===== config.mk =====
export PLATFORM = sky130hd
export DESIGN_NAME = lga_row_mem
export DESIGN_NICKNAME = d
export VERILOG_FILES = /design/src/hw/rtl/life_grid_automaton_unit_macros.svh /design/src/hw/rtl/lga_row_mem.sv
export SDC_FILE = /design/constraint.sdc
export NUM_CORES = 2
export LEC_CHECK = 0
export BUFFER_PORTS_ARGS = -buffer_cell sky130_fd_sc_hd__clkbuf_2
export CAP_MARGIN = 20
export CORE_MARGIN = 8
export CORE_UTILIZATION = 60
export DETAILED_ROUTE_END_ITERATION = 8
export HOLD_SLACK_MARGIN = 0.03
export PLACE_DENSITY = 0.75
export SYNTH_ARGS = -nofsm -noshare
export SYNTH_HDL_FRONTEND = slang
export SYNTH_SLANG_ARGS = --single-unit
export TNS_END_PERCENT = 50

===== constraint.sdc =====
create_clock -name clk -period 15.1 [get_ports clk]
set_input_delay 1.51 -clock clk [delete_from_list [all_inputs] [get_ports clk]]
set_output_delay 1.51 -clock clk [all_outputs]
set_load 0.01 [all_outputs]

===== src/hw/rtl/life_grid_automaton_unit_macros.svh =====
// Assertion macros used by the top level of the life grid automaton RTL.
`ifndef LIFE_GRID_AUTOMATON_UNIT_MACROS_SVH
`define LIFE_GRID_AUTOMATON_UNIT_MACROS_SVH

// Same-cycle implication, clocked on clk and disabled during rst.
`define LGA_ASSERT_NOW(label, ante, cons) \
  label: assert property (@(posedge clk) disable iff (rst) (ante) |-> (cons)) \
    else $error("life grid automaton assertion failed");

// Next-cycle implication, clocked on clk and disabled during rst.
`define LGA_ASSERT_NEXT(label, ante, cons) \
  label: assert property (@(posedge clk) disable iff (rst) (ante) |=> (cons)) \
    else $error("life grid automaton assertion failed");

`endif


===== src/hw/rtl/lga_row_mem.sv =====
// Grid row memory with one write and one registered read port; unwritten rows read as dead.
module lga_row_mem #(
  parameter int W = 64,
  parameter int H = 64,
  localparam int AW = $clog2(H)
) (
  input  logic          clk,
  input  logic          rst,
  input  logic          rd_en,
  input  logic [AW-1:0] rd_addr,
  output logic [W-1:0]  rd_data,
  input  logic          wr_en,
  input  logic [AW-1:0] wr_addr,
  input  logic [W-1:0]  wr_data
);

  logic [W-1:0] mem [H];
  logic [H-1:0] row_valid;
  logic [W-1:0] rd_q;
  logic         rd_ok;

  always_ff @(posedge clk) begin
    if (wr_en) begin
      mem[wr_addr] <= wr_data;
    end
    if (rd_en) begin
      rd_q <= mem[rd_addr];
    end
  end

  always_ff @(posedge clk) begin
    if (rst) begin
      row_valid <= '0;
      rd_ok     <= 1'b0;
    end else begin
      if (wr_en) begin
        row_valid[wr_addr] <= 1'b1;
      end
      if (rd_en) begin
        rd_ok <= row_valid[rd_addr];
      end
    end
  end

  assign rd_data = rd_ok ? rd_q : '0;

endmodule


==> flow_metrics.tcl <==
set metrics [dict create \
    syn_to_final_growth_pct 12.3 \
    io_buffers 143 \
    layout_common_cells "4160 x edfxtp_1, 1290 x mux4_2, 413 x clkbuf_16, 174 x buf_4, 138 x clkbuf_2" \
    max_stage_delay_ns 0.84 \
    seq_power_share 0.539 \
    avgViaCountPerCell 7.27 \
    grt_pass1_vias 78291 \
    ctsHoldBuffers 0 \
    grt_pass1_wl_um 609000 \
    placed_cells 9901 \
    first_pass_iters 6 \
    die_y_um 532 \
    cts_resized 0 \
    final_nets 6898 \
    peakVddDrop_uv 114 \
    reg2reg_from "mem[5][23]$_DFFE_PP_" \
    wl_per_cell_um 41.4 \
    grt_max_degree 134 \
    multi_input_area_sq_um 32400 \
    h-tree-depth 5 \
    ys_types 32 \
    path_buf_inv 4 \
    layout.area.seq_sq_um 126000 \
    antenna_found_initial 31 \
    criticalPathCategory "input pin to flop" \
    p_per_area_nw_per_um2 135 \
    seq_area_frac_synth 0.791 \
    syn_avg_cell_area_sq_um 25.0 \
    hold_depth 2 \
    fmax_ghz 0.180 \
    synthCells 6380 \
    rsz0062_at_grt "no" \
    ys_ff_latch 4225 \
    grt_usage 0.307 \
    r2r_cells 4 \
    core_sq_um 265000 \
    worstPathArrival_ns 6.18 \
    ys_warn_count 0 \
    pwr-share-comb 0.044 \
    cts_buffer_depth 4 \
    grt_overflow 0 \
    final_area_sq_um 179000 \
    ant_nets 0 \
    place_ws_ns 8.62 \
    start_util 0.603 \
    clkLatencyLatePin_ns 0.92 \
    cts_root_buffer "clkbuf_16" \
    hold_end "row_valid[25]$_SDFFE_PP0P_" \
    holdCritStartpoint "row_valid[25]$_SDFFE_PP0P_" \
    outcome "completed" \
    tightest_slew_ns 1.20 \
    synth_fp_nets 6460 \
    critPathTopFamily "buffers and inverters" \
    rr_endpoint "rd_q[23]$_DFFE_PP_" \
    globalplace.congestion 0.778 \
    r2r_slack_ns 12.84 \
    postCtsSetupBuffers 0 \
    crit_top_cell "buf_4" \
    cts_buffers 405 \
    setup_viol 0 \
    ioPinCount 144 \
    clk_pin_slew_ns 0.06 \
    required_ns 15.72 \
    die_w_um 532 \
    setup_slack_ns 9.54 \
    period_share 0.368 \
    synthesis.area_sq_um 160000 \
    p_clk_frac 0.417 \
    critical_path.max_fanout 76 \
    hpwl_um 205000 \
    cp-start-kind "input pin" \
    drtIter0Drc 13951 \
    drv_slew 0 \
    hold_violations 0 \
    finalSetupTns_ns 0 \
    die_area_sq_um 283000 \
    cp_slowest_cell "buf_4" \
    end_kind "flop" \
    cts_sinks 4225 \
    fillers 15256 \
    internal_power_mw 19.1 \
    power.leakage_nw 55.7 \
    netSwitchingFraction 0.209 \
    final_common_cell "edfxtp_1" \
    crit_chain "buf_12 -> buf_4 -> buf_4 -> buf_4 -> mux4_2 -> mux4_2 -> a22oi_1 -> nand2_1" \
    p_sw_mw 5.05 \
    period_needed_ns 5.56 \
    vias 77822 \
    slew_headroom 0.201 \
    cts_tree "yes" \
    drt-total-wl_um 443000 \
    cap_viol_max_count 0 \
    drive_above_1_share 0.325 \
    hold_class "flop to flop" \
    final_cells 10699 \
    p_total_mw 24.2 \
    row_count 189 \
    fin_skew_ns 0.0620 \
    drc 0 \
    place_area_sq_um 165000 \
]
[final cells by class]
cell class | instances | share of cell area
well taps | 3533 | 0.0247
multi-input cells | 1815 | 0.181
repair buffers | 371 | 0.0178
flip-flops and latches | 4225 | 0.704
clock inverters | 238 | 0.0132
clock buffers | 490 | 0.0593
diodes | 27 | 0.000377
[power groups by stage]
stage	sequential, mW	clock, mW	combinational [mW]
3_5_place_dp	13.3	0	1.02
3_3_place_gp	13.3	0	0.993
5_1_grt	13.0	10.5	1.11
6_report	13.0	10.1	1.07
4_1_cts	13.0	10.1	1.04
2_1_floorplan	13.2	0	0.631
[cells in the mapped netlist]
| library cell | instances | area share |
|---|---|---|
| nor2b_1 | 15 | 0.00059 |
| mux4_2 | 1290 | 0.18 |
| o41ai_1 | 1 | 0.000055 |
| edfxtp_1 | 4160 | 0.78 |
| nand3b_1 | 1 | 0.000047 |
| mux2i_1 | 2 | 0.00013 |
| mux2_2 | 5 | 0.00035 |
| o22ai_1 | 2 | 0.000078 |
| nor3_1 | 4 | 0.00013 |
| nand3_1 | 10 | 0.00031 |
| a22oi_1 | 130 | 0.0061 |
| o21ai_0 | 1 | 0.000031 |
| a2111oi_0 | 3 | 0.00016 |
| dfxtp_1 | 65 | 0.0081 |
| clkbuf_1 | 170 | 0.0040 |
| nor4_1 | 2 | 0.000078 |
| a311oi_1 | 2 | 0.00011 |
| o2bb2ai_1 | 1 | 0.000055 |
| o21ba_2 | 4 | 0.00025 |
| nor2_1 | 186 | 0.0044 |
| and2_1 | 66 | 0.0026 |
| buf_2 | 95 | 0.0030 |
| buf_4 | 11 | 0.00052 |
| buf_1 | 49 | 0.0012 |
| or3_1 | 1 | 0.000039 |
| nand2b_1 | 9 | 0.00035 |
| buf_6 | 15 | 0.0011 |
| a21oi_1 | 1 | 0.000031 |
| a31oi_1 | 1 | 0.000039 |
| a211oi_1 | 3 | 0.00014 |
| nand4_1 | 2 | 0.000078 |
| nand2_1 | 73 | 0.0017 |
[kinds of logic (layout without fill, tap and decap cells)]
group	count (synthesis)	count (layout)	share of synthesized area
flip-flops	4225	4225	0.791
other	0	27	0
AND/OR/NAND/NOR	369	369	0.0103
buffers and inverters	340	1099	0.00970
AO/OA/AOI/OAI	149	149	0.00707
multiplexers	1297	1297	0.182
[tightest hold or removal path, delay by kind of cell (launching register included)]
family	cells	cell delay (ns)
flip-flops	1	0.32
AND/OR/NAND/NOR	2	0.12
[metal layers]
layer  global-route usage  share of wire  up-vias
met1                0.412           0.33    40868
met4                0.138          0.048       12
li1                     -              -    28575
met3               0.0794           0.14     1211
met5                    0        0.00018        -
met2                0.482           0.48     7156
[per-stage QoR]
step                hold WS (ns)  utilization
floorplan                  0.432            -
global placement           0.443        0.624
detailed placement         0.455        0.624
CTS                        0.468        0.673
global route               0.496        0.677
finish                     0.470        0.677
[worst max-delay path by stage]
stage | start | end | slack, ns | cells past startpoint
global placement | rd_addr[0] | rd_q[61]$_DFFE_PP_ | 8.61 | 8
detailed placement | rd_addr[0] | rd_q[61]$_DFFE_PP_ | 8.62 | 8
global route | rd_addr[0] | rd_q[61]$_DFFE_PP_ | 9.20 | 8
CTS | rd_addr[0] | rd_q[61]$_DFFE_PP_ | 9.48 | 8
floorplan | wr_en | mem[40][0]$_DFFE_PP_ | 8.15 | 3
finish | rd_addr[0] | rd_q[61]$_DFFE_PP_ | 9.54 | 8
[flip-flops by register name, summed over array words and instances, names as in the netlist]
register / cells
rd_q: 64
row_valid: 64
mem: 4096
rd_ok: 1
(Power assumes the default switching activity.)
