## src/hw/rtl/life_grid_automaton_unit_macros.svh

```systemverilog
// Assertion macros used by the top level of the life grid automaton RTL.
`ifndef LIFE_GRID_AUTOMATON_UNIT_MACROS_SVH
`define LIFE_GRID_AUTOMATON_UNIT_MACROS_SVH

// Same-cycle implication, clocked on clk and disabled during rst.
`define LGA_ASSERT_NOW(label, ante, cons) \
  label: assert property (@(posedge clk) disable iff (rst) (ante) |-> (cons)) \
    else $error("life grid automaton assertion failed");

// Next-cycle implication, clocked on clk and disabled during rst.
`define LGA_ASSERT_NEXT(label, ante, cons) \
  label: assert property (@(posedge clk) disable iff (rst) (ante) |=> (cons)) \
    else $error("life grid automaton assertion failed");

`endif

```

## src/hw/rtl/lga_pkg.sv

```systemverilog
// Shared types and command codes of the life grid automaton.
package lga_pkg;

  localparam logic [1:0] CMD_WRITE = 2'd0;
  localparam logic [1:0] CMD_TICK  = 2'd1;
  localparam logic [1:0] CMD_READ  = 2'd2;

  typedef struct packed {
    logic [1:0] command;
    logic [5:0] cell_x;
    logic [5:0] cell_y;
    logic       new_alive;
  } req_t;

  typedef struct packed {
    logic       cell_alive;
    logic [1:0] done_command;
  } rsp_t;

  typedef struct packed {
    logic clr;
    logic shift;
  } cell_ctl_t;

endpackage

```

## src/hw/rtl/lga_cell.sv

```systemverilog
// One column cell: holds a three-row window and computes the next state of its row bit.
module lga_cell (
  input  logic              clk,
  input  lga_pkg::cell_ctl_t ctl,
  input  logic              in_bit,
  input  logic [2:0]        left_col,
  input  logic [2:0]        right_col,
  output logic [2:0]        col,
  output logic              next_bit
);

  logic       above;
  logic       cur;
  logic [3:0] live;

  always_ff @(posedge clk) begin
    if (ctl.clr) begin
      above <= 1'b0;
      cur   <= 1'b0;
    end else if (ctl.shift) begin
      above <= cur;
      cur   <= in_bit;
    end
  end

  assign col = {above, cur, in_bit};

  assign live = 4'(left_col[2]) + 4'(left_col[1]) + 4'(left_col[0]) +
                4'(right_col[2]) + 4'(right_col[1]) + 4'(right_col[0]) +
                4'(above) + 4'(in_bit);

  assign next_bit = (live == 4'd3) || (cur && (live == 4'd2));

endmodule

```

## src/hw/rtl/lga_cell_row.sv

```systemverilog
// Row of column cells that turns a sliding three-row window into one new grid row.
module lga_cell_row #(
  parameter int W = 64
) (
  input  logic               clk,
  input  lga_pkg::cell_ctl_t ctl,
  input  logic [W-1:0]       row_in,
  output logic [W-1:0]       row_next
);

  logic [2:0] col [W];

  for (genvar i = 0; i < W; i++) begin : g_cell
    logic [2:0] left_col;
    logic [2:0] right_col;

    if (i == 0) begin : g_left_edge
      assign left_col = 3'b000;
    end else begin : g_left
      assign left_col = col[i-1];
    end

    if (i == W - 1) begin : g_right_edge
      assign right_col = 3'b000;
    end else begin : g_right
      assign right_col = col[i+1];
    end

    lga_cell u_cell (
      .clk       (clk),
      .ctl       (ctl),
      .in_bit    (row_in[i]),
      .left_col  (left_col),
      .right_col (right_col),
      .col       (col[i]),
      .next_bit  (row_next[i])
    );
  end

endmodule

```

## config.mk

```make
export PLATFORM = sky130hd
export DESIGN_NAME = lga_cell_row
export DESIGN_NICKNAME = d
export VERILOG_FILES = /design/src/hw/rtl/life_grid_automaton_unit_macros.svh /design/src/hw/rtl/lga_pkg.sv /design/src/hw/rtl/lga_cell.sv /design/src/hw/rtl/lga_cell_row.sv
export SDC_FILE = /design/constraint.sdc
export NUM_CORES = 1
export LEC_CHECK = 0
export BUFFER_PORTS_ARGS = -buffer_cell sky130_fd_sc_hd__clkbuf_2
export CORE_ASPECT_RATIO = 0.8
export CORE_UTILIZATION = 45
export CTS_CLUSTER_SIZE = 25
export DETAILED_ROUTE_END_ITERATION = 12
export GPL_ROUTABILITY_DRIVEN = 0
export SLEW_MARGIN = 20
export SYNTH_ARGS = -nofsm -noshare
export SYNTH_HDL_FRONTEND = slang
export SYNTH_SLANG_ARGS = --single-unit
```

## constraint.sdc

```tcl
create_clock -name clk -period 9.5 [get_ports clk]
set_clock_uncertainty 0.1 [all_clocks]
set_input_delay 1.425 -clock clk [delete_from_list [all_inputs] [get_ports clk]]
set_output_delay 1.425 -clock clk [all_outputs]
set_load 0.05 [all_outputs]
```

==> results of run 1 <==
==> final cells by class <==
cell class / instances / area (sq um)
Timing Repair Buffer: 132 / 674.4
Multi-Input combinational cell: 1031 / 10910
Clock inverter: 13 / 90.09
Antenna cell: 2 / 5.005
Fill cell: 3409 / 18510
Inverter: 585 / 2196
Tap cell: 480 / 600.6
Clock buffer: 19 / 442.9
Sequential cell: 128 / 2562
==> through the flow <==
| step | std cells | util, % | hold WS [ns] | setup WS, ns | power (W) |
|---|---|---|---|---|---|
| 3_3_place_gp | 2356 | 47.08 | 0.3790 | 3.288 | 0.001854 |
| 3_5_place_dp | 2356 | 47.08 | 0.3826 | 3.316 | 0.001909 |
| 2_1_floorplan | 1836 | - | 0.3604 | 4.129 | 0.001740 |
| 5_1_grt | 2388 | 48.56 | 0.4644 | 3.159 | 0.002720 |
| 6_report | 2390 | 48.57 | 0.3936 | 3.367 | 0.002491 |
| 4_1_cts | 2388 | 48.56 | 0.4006 | 3.310 | 0.002538 |
==> cell usage after synthesis, drive strengths merged <==
cell,n,share of area (%)
a2111oi,17,0.90
a211o,4,0.21
a211oi,5,0.23
a21oi,1,0.030
a31oi,57,2.2
buf,90,4.9
clkbuf,2,0.046
dfxtp,128,16
fa,253,31
ha,192,15
inv,585,13
mux2i,128,7.8
nand2,57,1.3
nand2b,2,0.076
nand3b,1,0.046
nor2,228,5.2
nor2b,40,1.5
nor3,40,1.2
nor3b,2,0.091
o22ai,4,0.15
==> power groups by stage <==
stage,logic (W),clock network (W),registers (W)
floorplan,0.00114,0,0.000599
global placement,0.00124,0,0.000610
detailed placement,0.00130,0,0.000610
CTS,0.00130,0.000636,0.000599
global route,0.00146,0.000658,0.000604
finish,0.00128,0.000614,0.000598
==> final timing paths <==
| kind | slack [ns] | end | start |
|---|---|---|---|
| worst min-delay path | 0.39 | g_cell[63].u_cell.above | g_cell[63].u_cell.above |
| worst max register to register | 8.66 | g_cell[40].u_cell.cur | g_cell[40].u_cell.cur |
| worst max-delay path | 3.37 | row_next[12] | row_in[11] |
| worst min register to register | 0.39 | g_cell[63].u_cell.above | g_cell[63].u_cell.above |
==> critical path, cell delays in order <==
cell and delay [ns]:
clkbuf_2 0.12, inv_1 0.10, fa_1 0.50, fa_1 0.49, inv_1 0.05, fa_1 0.37
inv_1 0.08, fa_1 0.39, a2111oi_0 0.67, clkbuf_2 0.41
==> cells by family (layout without fill, tap and decap cells) <==
kind of cell    count (synthesis)  count (layout)  share of synthesized area (%)
compound gates                 88              88                          3.688
fa+ha+maj                     445             445                          45.28
buf+inv                       677             749                          18.29
flops                         128             128                          15.54
mux                           128             128                          7.770
other cells                     0               2                              0
simple gates                  370             370                          9.432
==> flip-flops by register name, summed over array words and instances (netlist names) <==
name / cells
g_cell.u_cell.above: 64
g_cell.u_cell.cur: 64
==> metal layers <==
layer | GRT usage [%] | routed length (microns)
met5 | 0 | 17
met4 | 4.196 | 414
met3 | 3.544 | 1090
met2 | 28.85 | 13840
met1 | 23.75 | 14720
==> summary.txt, run 1 <==
Area of the core -> 35990 sq um
Setup repair bufs after CTS -> 0
Drt pass-1 iters -> 4
Pwr Density -> 142.5 nW/um^2
Final Cell Area -> 17480 sq um
Total GRT Usage -> 17.55%
Unrepaired setup endpoints after global routing -> false
Switching part of the total -> 46.68%
Worst skew pair latency -> 0.43 ns
Worst Hold Class -> flip-flop to flip-flop
Clk pwr share -> 24.6%
Wire per inst -> 12.59 microns
Int Pwr -> 0.001328 W
Hold_buf cts -> 0
HPWL Detailed -> 25.11 mm
Initial antenna violation count -> 2
Count of input and output buffers -> 130
Vias per cell -> 4.627
Post-synthesis cell area -> 16490 sq um
Drt total wl -> 30.08 mm
CTS tree -> yes
Nets@finish -> 2407
Fin crit period -> 6.133 ns
CTS Root Cell -> clkbuf_16
Residual overflow from global routing -> 0
Worst vdd ir -> 0.1204 mV
DR DRC count -> 0
Syn_nets -> 2348
Mapped Cells -> 1836
Critical Path Sink Type -> output port
Post-Syn Area per Cell -> 8.981 sq um
Die X -> 216.0 microns
Die Y -> 173.2 microns
Yosys warnings -> 0
Most common cell after layout, fill and taps aside -> inv_1
Hold path depth -> 2
Num rows -> 62
First-pass GRT wire length -> 53.87 mm
R2R depth -> 2
Fin. Hold Viols -> 0
Synthesized flop and latch total -> 128
Initial Util -> 45.81%
Final Cycle Share -> 64.56%
Sequential share of the synthesized area -> 15.54%
Vias in the first global route -> 11710
Largest net degree at the start of global routing -> 70
Distinct cells, synth -> 23
Achievable frequency -> 163.1 MHz
Leak -> 9.398 nW
Tightest Pin Transition -> 1.088 ns
Post-CTS Resized -> 0
Critical Path AT -> 4.61 ns
Clock Sinks -> 128
DR iter-0 viols -> 311
Reg clk slew, reported paths -> 0.06 ns
CP max FO -> 3
Total negative slack -> 0 ns
Sequential power share -> 24.0%
Share of layout cells above drive strength 1 -> 8.543%
Max Cap Viol -> 0
WS Path Type -> input pin to output port
Endpoints failing setup -> 0
Most frequent cells in the layout -> inv_1 (585), fa_1 (253), nor2_1 (228)
H-Tree Depth -> 4
Cts bufs inserted -> 17
Post-DP Area -> 16950 sq um
Area Growth Syn to Fin -> 6.025%
I/O pin total -> 131
Die area -> 37420 sq um
Via count -> 11060
Relative slew slack -> 27.43%
CTS max path bufs -> 2
Nature of the critical path startpoint -> input pin
Outcome -> finished clean
CP Data Required Time -> 7.98 ns
Max Slew Vio Count -> 0
DRT antenna net count -> 0
Switching power -> 0.001163 W
Combinational group share of total power -> 51.3%
Note: power is estimated with default switching activity, not from simulation.
==> run 2, diff against run 1 <==
==> constraint.sdc (replaced) <==
create_clock -name clk -period 6.3 [get_ports clk]
set_clock_uncertainty 0.1 [all_clocks]
set_input_delay 0.945 -clock clk [delete_from_list [all_inputs] [get_ports clk]]
set_output_delay 0.945 -clock clk [all_outputs]
set_load 0.05 [all_outputs]
==> summary.txt, run 2 (same netlist as run 1, synthesis figures left out) <==
Leak -> 9.438 nW (+0.44%)
I/O pin total -> 131 (unchanged)
Initial antenna violation count -> 2 (unchanged)
Max Cap Viol -> 0 (unchanged)
CP most frequent cell -> fa_1
Final Cycle Share -> 82.83%
Fin. Hold Viols -> 0 (unchanged)
Endpoints failing setup -> 0 (unchanged)
Vias in the first global route -> 11860 (+1.3%)
Vias per cell -> 4.578 (-1.1%)
CTS max path bufs -> 2 (unchanged)
Register Area -> 2562 sq um (unchanged)
Critical Path Sink Type -> output port
Area Growth Syn to Fin -> 6.435%
Nature of the critical path startpoint -> input pin
Reg clk slew, reported paths -> 0.06 ns (about the same)
Worst Hold Class -> flip-flop to flip-flop
CP cell instances -> clkbuf_2 -> inv_1 -> fa_1 -> fa_1 -> inv_1 -> fa_1 -> inv_1 -> fa_1 -> a2111oi_0 -> clkbuf_2
Relative slew slack -> 38.66% (+11 points)
Worst skew pair latency -> 0.43 ns (about the same)
Final Cell Area -> 17550 sq um (+0.39%)
CP max FO -> 3 (unchanged)
WL met2 -> 14.13 mm (+2.1%)
Dpl ws -> 1.009 ns (-2.308 ns)
Pwr Density -> 220.1 nW/um^2 (+54%)
Die area -> 37420 sq um (unchanged)
First-pass GRT wire length -> 55.21 mm (+2.5%)
DRT antenna net count -> 0 (unchanged)
CP Data Required Time -> 5.25 ns (-2.73 ns)
Drt pass-1 iters -> 7 (+3)
Multi-input logic area -> 10910 sq um (unchanged)
Clock Sinks -> 128 (unchanged)
Residual overflow from global routing -> 0 (unchanged)
Initial Util -> 45.81% (unchanged)
Max incr delay on CP -> 0.68 ns (about the same)
Nets@finish -> 2408 (+0.042%)
Fillers -> 3376 (-0.97%)
Post-DP Area -> 16950 sq um (about the same)
Cts bufs inserted -> 17 (unchanged)
H-Tree Depth -> 4 (unchanged)
Outcome -> finished clean
WS Path Type -> input pin to output port
Total GRT Usage -> 17.97% (+0.42 points)
Fin crit period -> 5.218 ns
Most frequent cells in the layout -> inv_1 (585), fa_1 (253), nor2_1 (228)
Num rows -> 62 (unchanged)
Total negative slack -> 0 ns (unchanged)
CTS Root Cell -> clkbuf_16
Count of input and output buffers -> 130 (unchanged)
Wire per inst -> 12.78 microns (+1.6%)
Critical Path AT -> 4.17 ns (-0.44 ns)
Crit-path slowest cell -> a2111oi_0
DR iter-0 viols -> 384 (+23%)
Setup repair bufs after CTS -> 0 (unchanged)
Fin worst setup slack -> 1.082 ns (-2.285 ns)
Achievable frequency -> 191.6 MHz
CTS tree -> yes
Most common cell after layout, fill and taps aside -> inv_1
Post-CTS Resized -> 0 (unchanged)
Tightest Pin Transition -> 0.9201 ns (-0.1684 ns)
Largest net degree at the start of global routing -> 74 (+5.7%)
Fin Hold WS -> 0.4006 ns (+0.006989 ns)
Met3 wire length -> 1.008 mm (-7.5%)
HPWL Detailed -> 25.17 mm (+0.24%)
Unrepaired setup endpoints after global routing -> false
Largest regs -> g_cell.u_cell.above x64, g_cell.u_cell.cur x64
Met1 wire length -> 15.01 mm (+2.0%)
Area of the core -> 35990 sq um (unchanged)
Worst path top cell family by delay -> adder cells
Via count -> 10940 (-1.1%)
Die X -> 216.0 microns (unchanged)
Uppermost routed layer -> met5
Drt total wl -> 30.54 mm (+1.5%)
Share of layout cells above drive strength 1 -> 8.543% (unchanged)
Critical path buffers and inverters -> 5 (unchanged)
Die Y -> 173.2 microns (unchanged)
DR DRC count -> 0 (unchanged)
Worst vdd ir -> 0.1461 mV (+21%)
Hold_buf cts -> 0 (unchanged)
Max Slew Vio Count -> 0 (unchanged)
==> run 2: cell types whose count changed in the layout (fill, tap and decap cells not counted) <==
cell / before / now
bufinv_16: 0 / 3
clkinvlp_4: 4 / 2
inv_6: 2 / 0
buf_4: 3 / 4
clkbuf_8: 1 / 2
clkinv_4: 2 / 1
diode_2: 2 / 1
==> run 2: worst min-delay path, cell delays in order, from the launching register on <==
cell and delay, ns:
dfxtp_1 0.33, mux2i_1 0.07, nor2_1 0.07
==> run 2: stage by stage <==
stage	util, %	total power, W	instances
4_1_cts	48.75	0.003936	2388
3_3_place_gp	47.10	0.002795	2357
5_1_grt	48.76	0.004212	2389
2_1_floorplan	-	0.002624	1836
3_5_place_dp	47.10	0.002870	2357
6_report	48.76	0.003863	2389
==> run 2: power breakdown <==
group | switching, W | total, W | internal [W]
registers | 0.0000540 | 0.000903 | 0.000849
logic | 0.00128 | 0.00192 | 0.000640
clock network | 0.000399 | 0.00104 | 0.000638
==> run 2: worst paths after layout <==
path                           startpoint                      end  slack [ns]  cells past startpoint
setup / recovery               row_in[11]             row_next[12]        1.08                     10
hold / removal    g_cell[63].u_cell.above  g_cell[63].u_cell.above        0.40                      2
setup reg to reg    g_cell[38].u_cell.cur  g_cell[38].u_cell.above        5.46                      2
hold reg to reg   g_cell[63].u_cell.above  g_cell[63].u_cell.above        0.40                      2
==> run 2: area by class of cell <==
class,count,share of cell area (%)
tap,480,3.422
sequential,128,14.60
multi-input combinational,1031,62.17
clock buffer,20,2.602
inverter,585,12.51
clock inverter,11,0.7913
timing repair buffer,133,3.885
antenna,1,0.01426
==> run 2: metal layers <==
layer	GRT usage, %	vias to the layer above
li1	-	5547
met1	24.78	5257
met2	29.27	113
met3	3.088	18
met4	4.577	2
met5	0	-
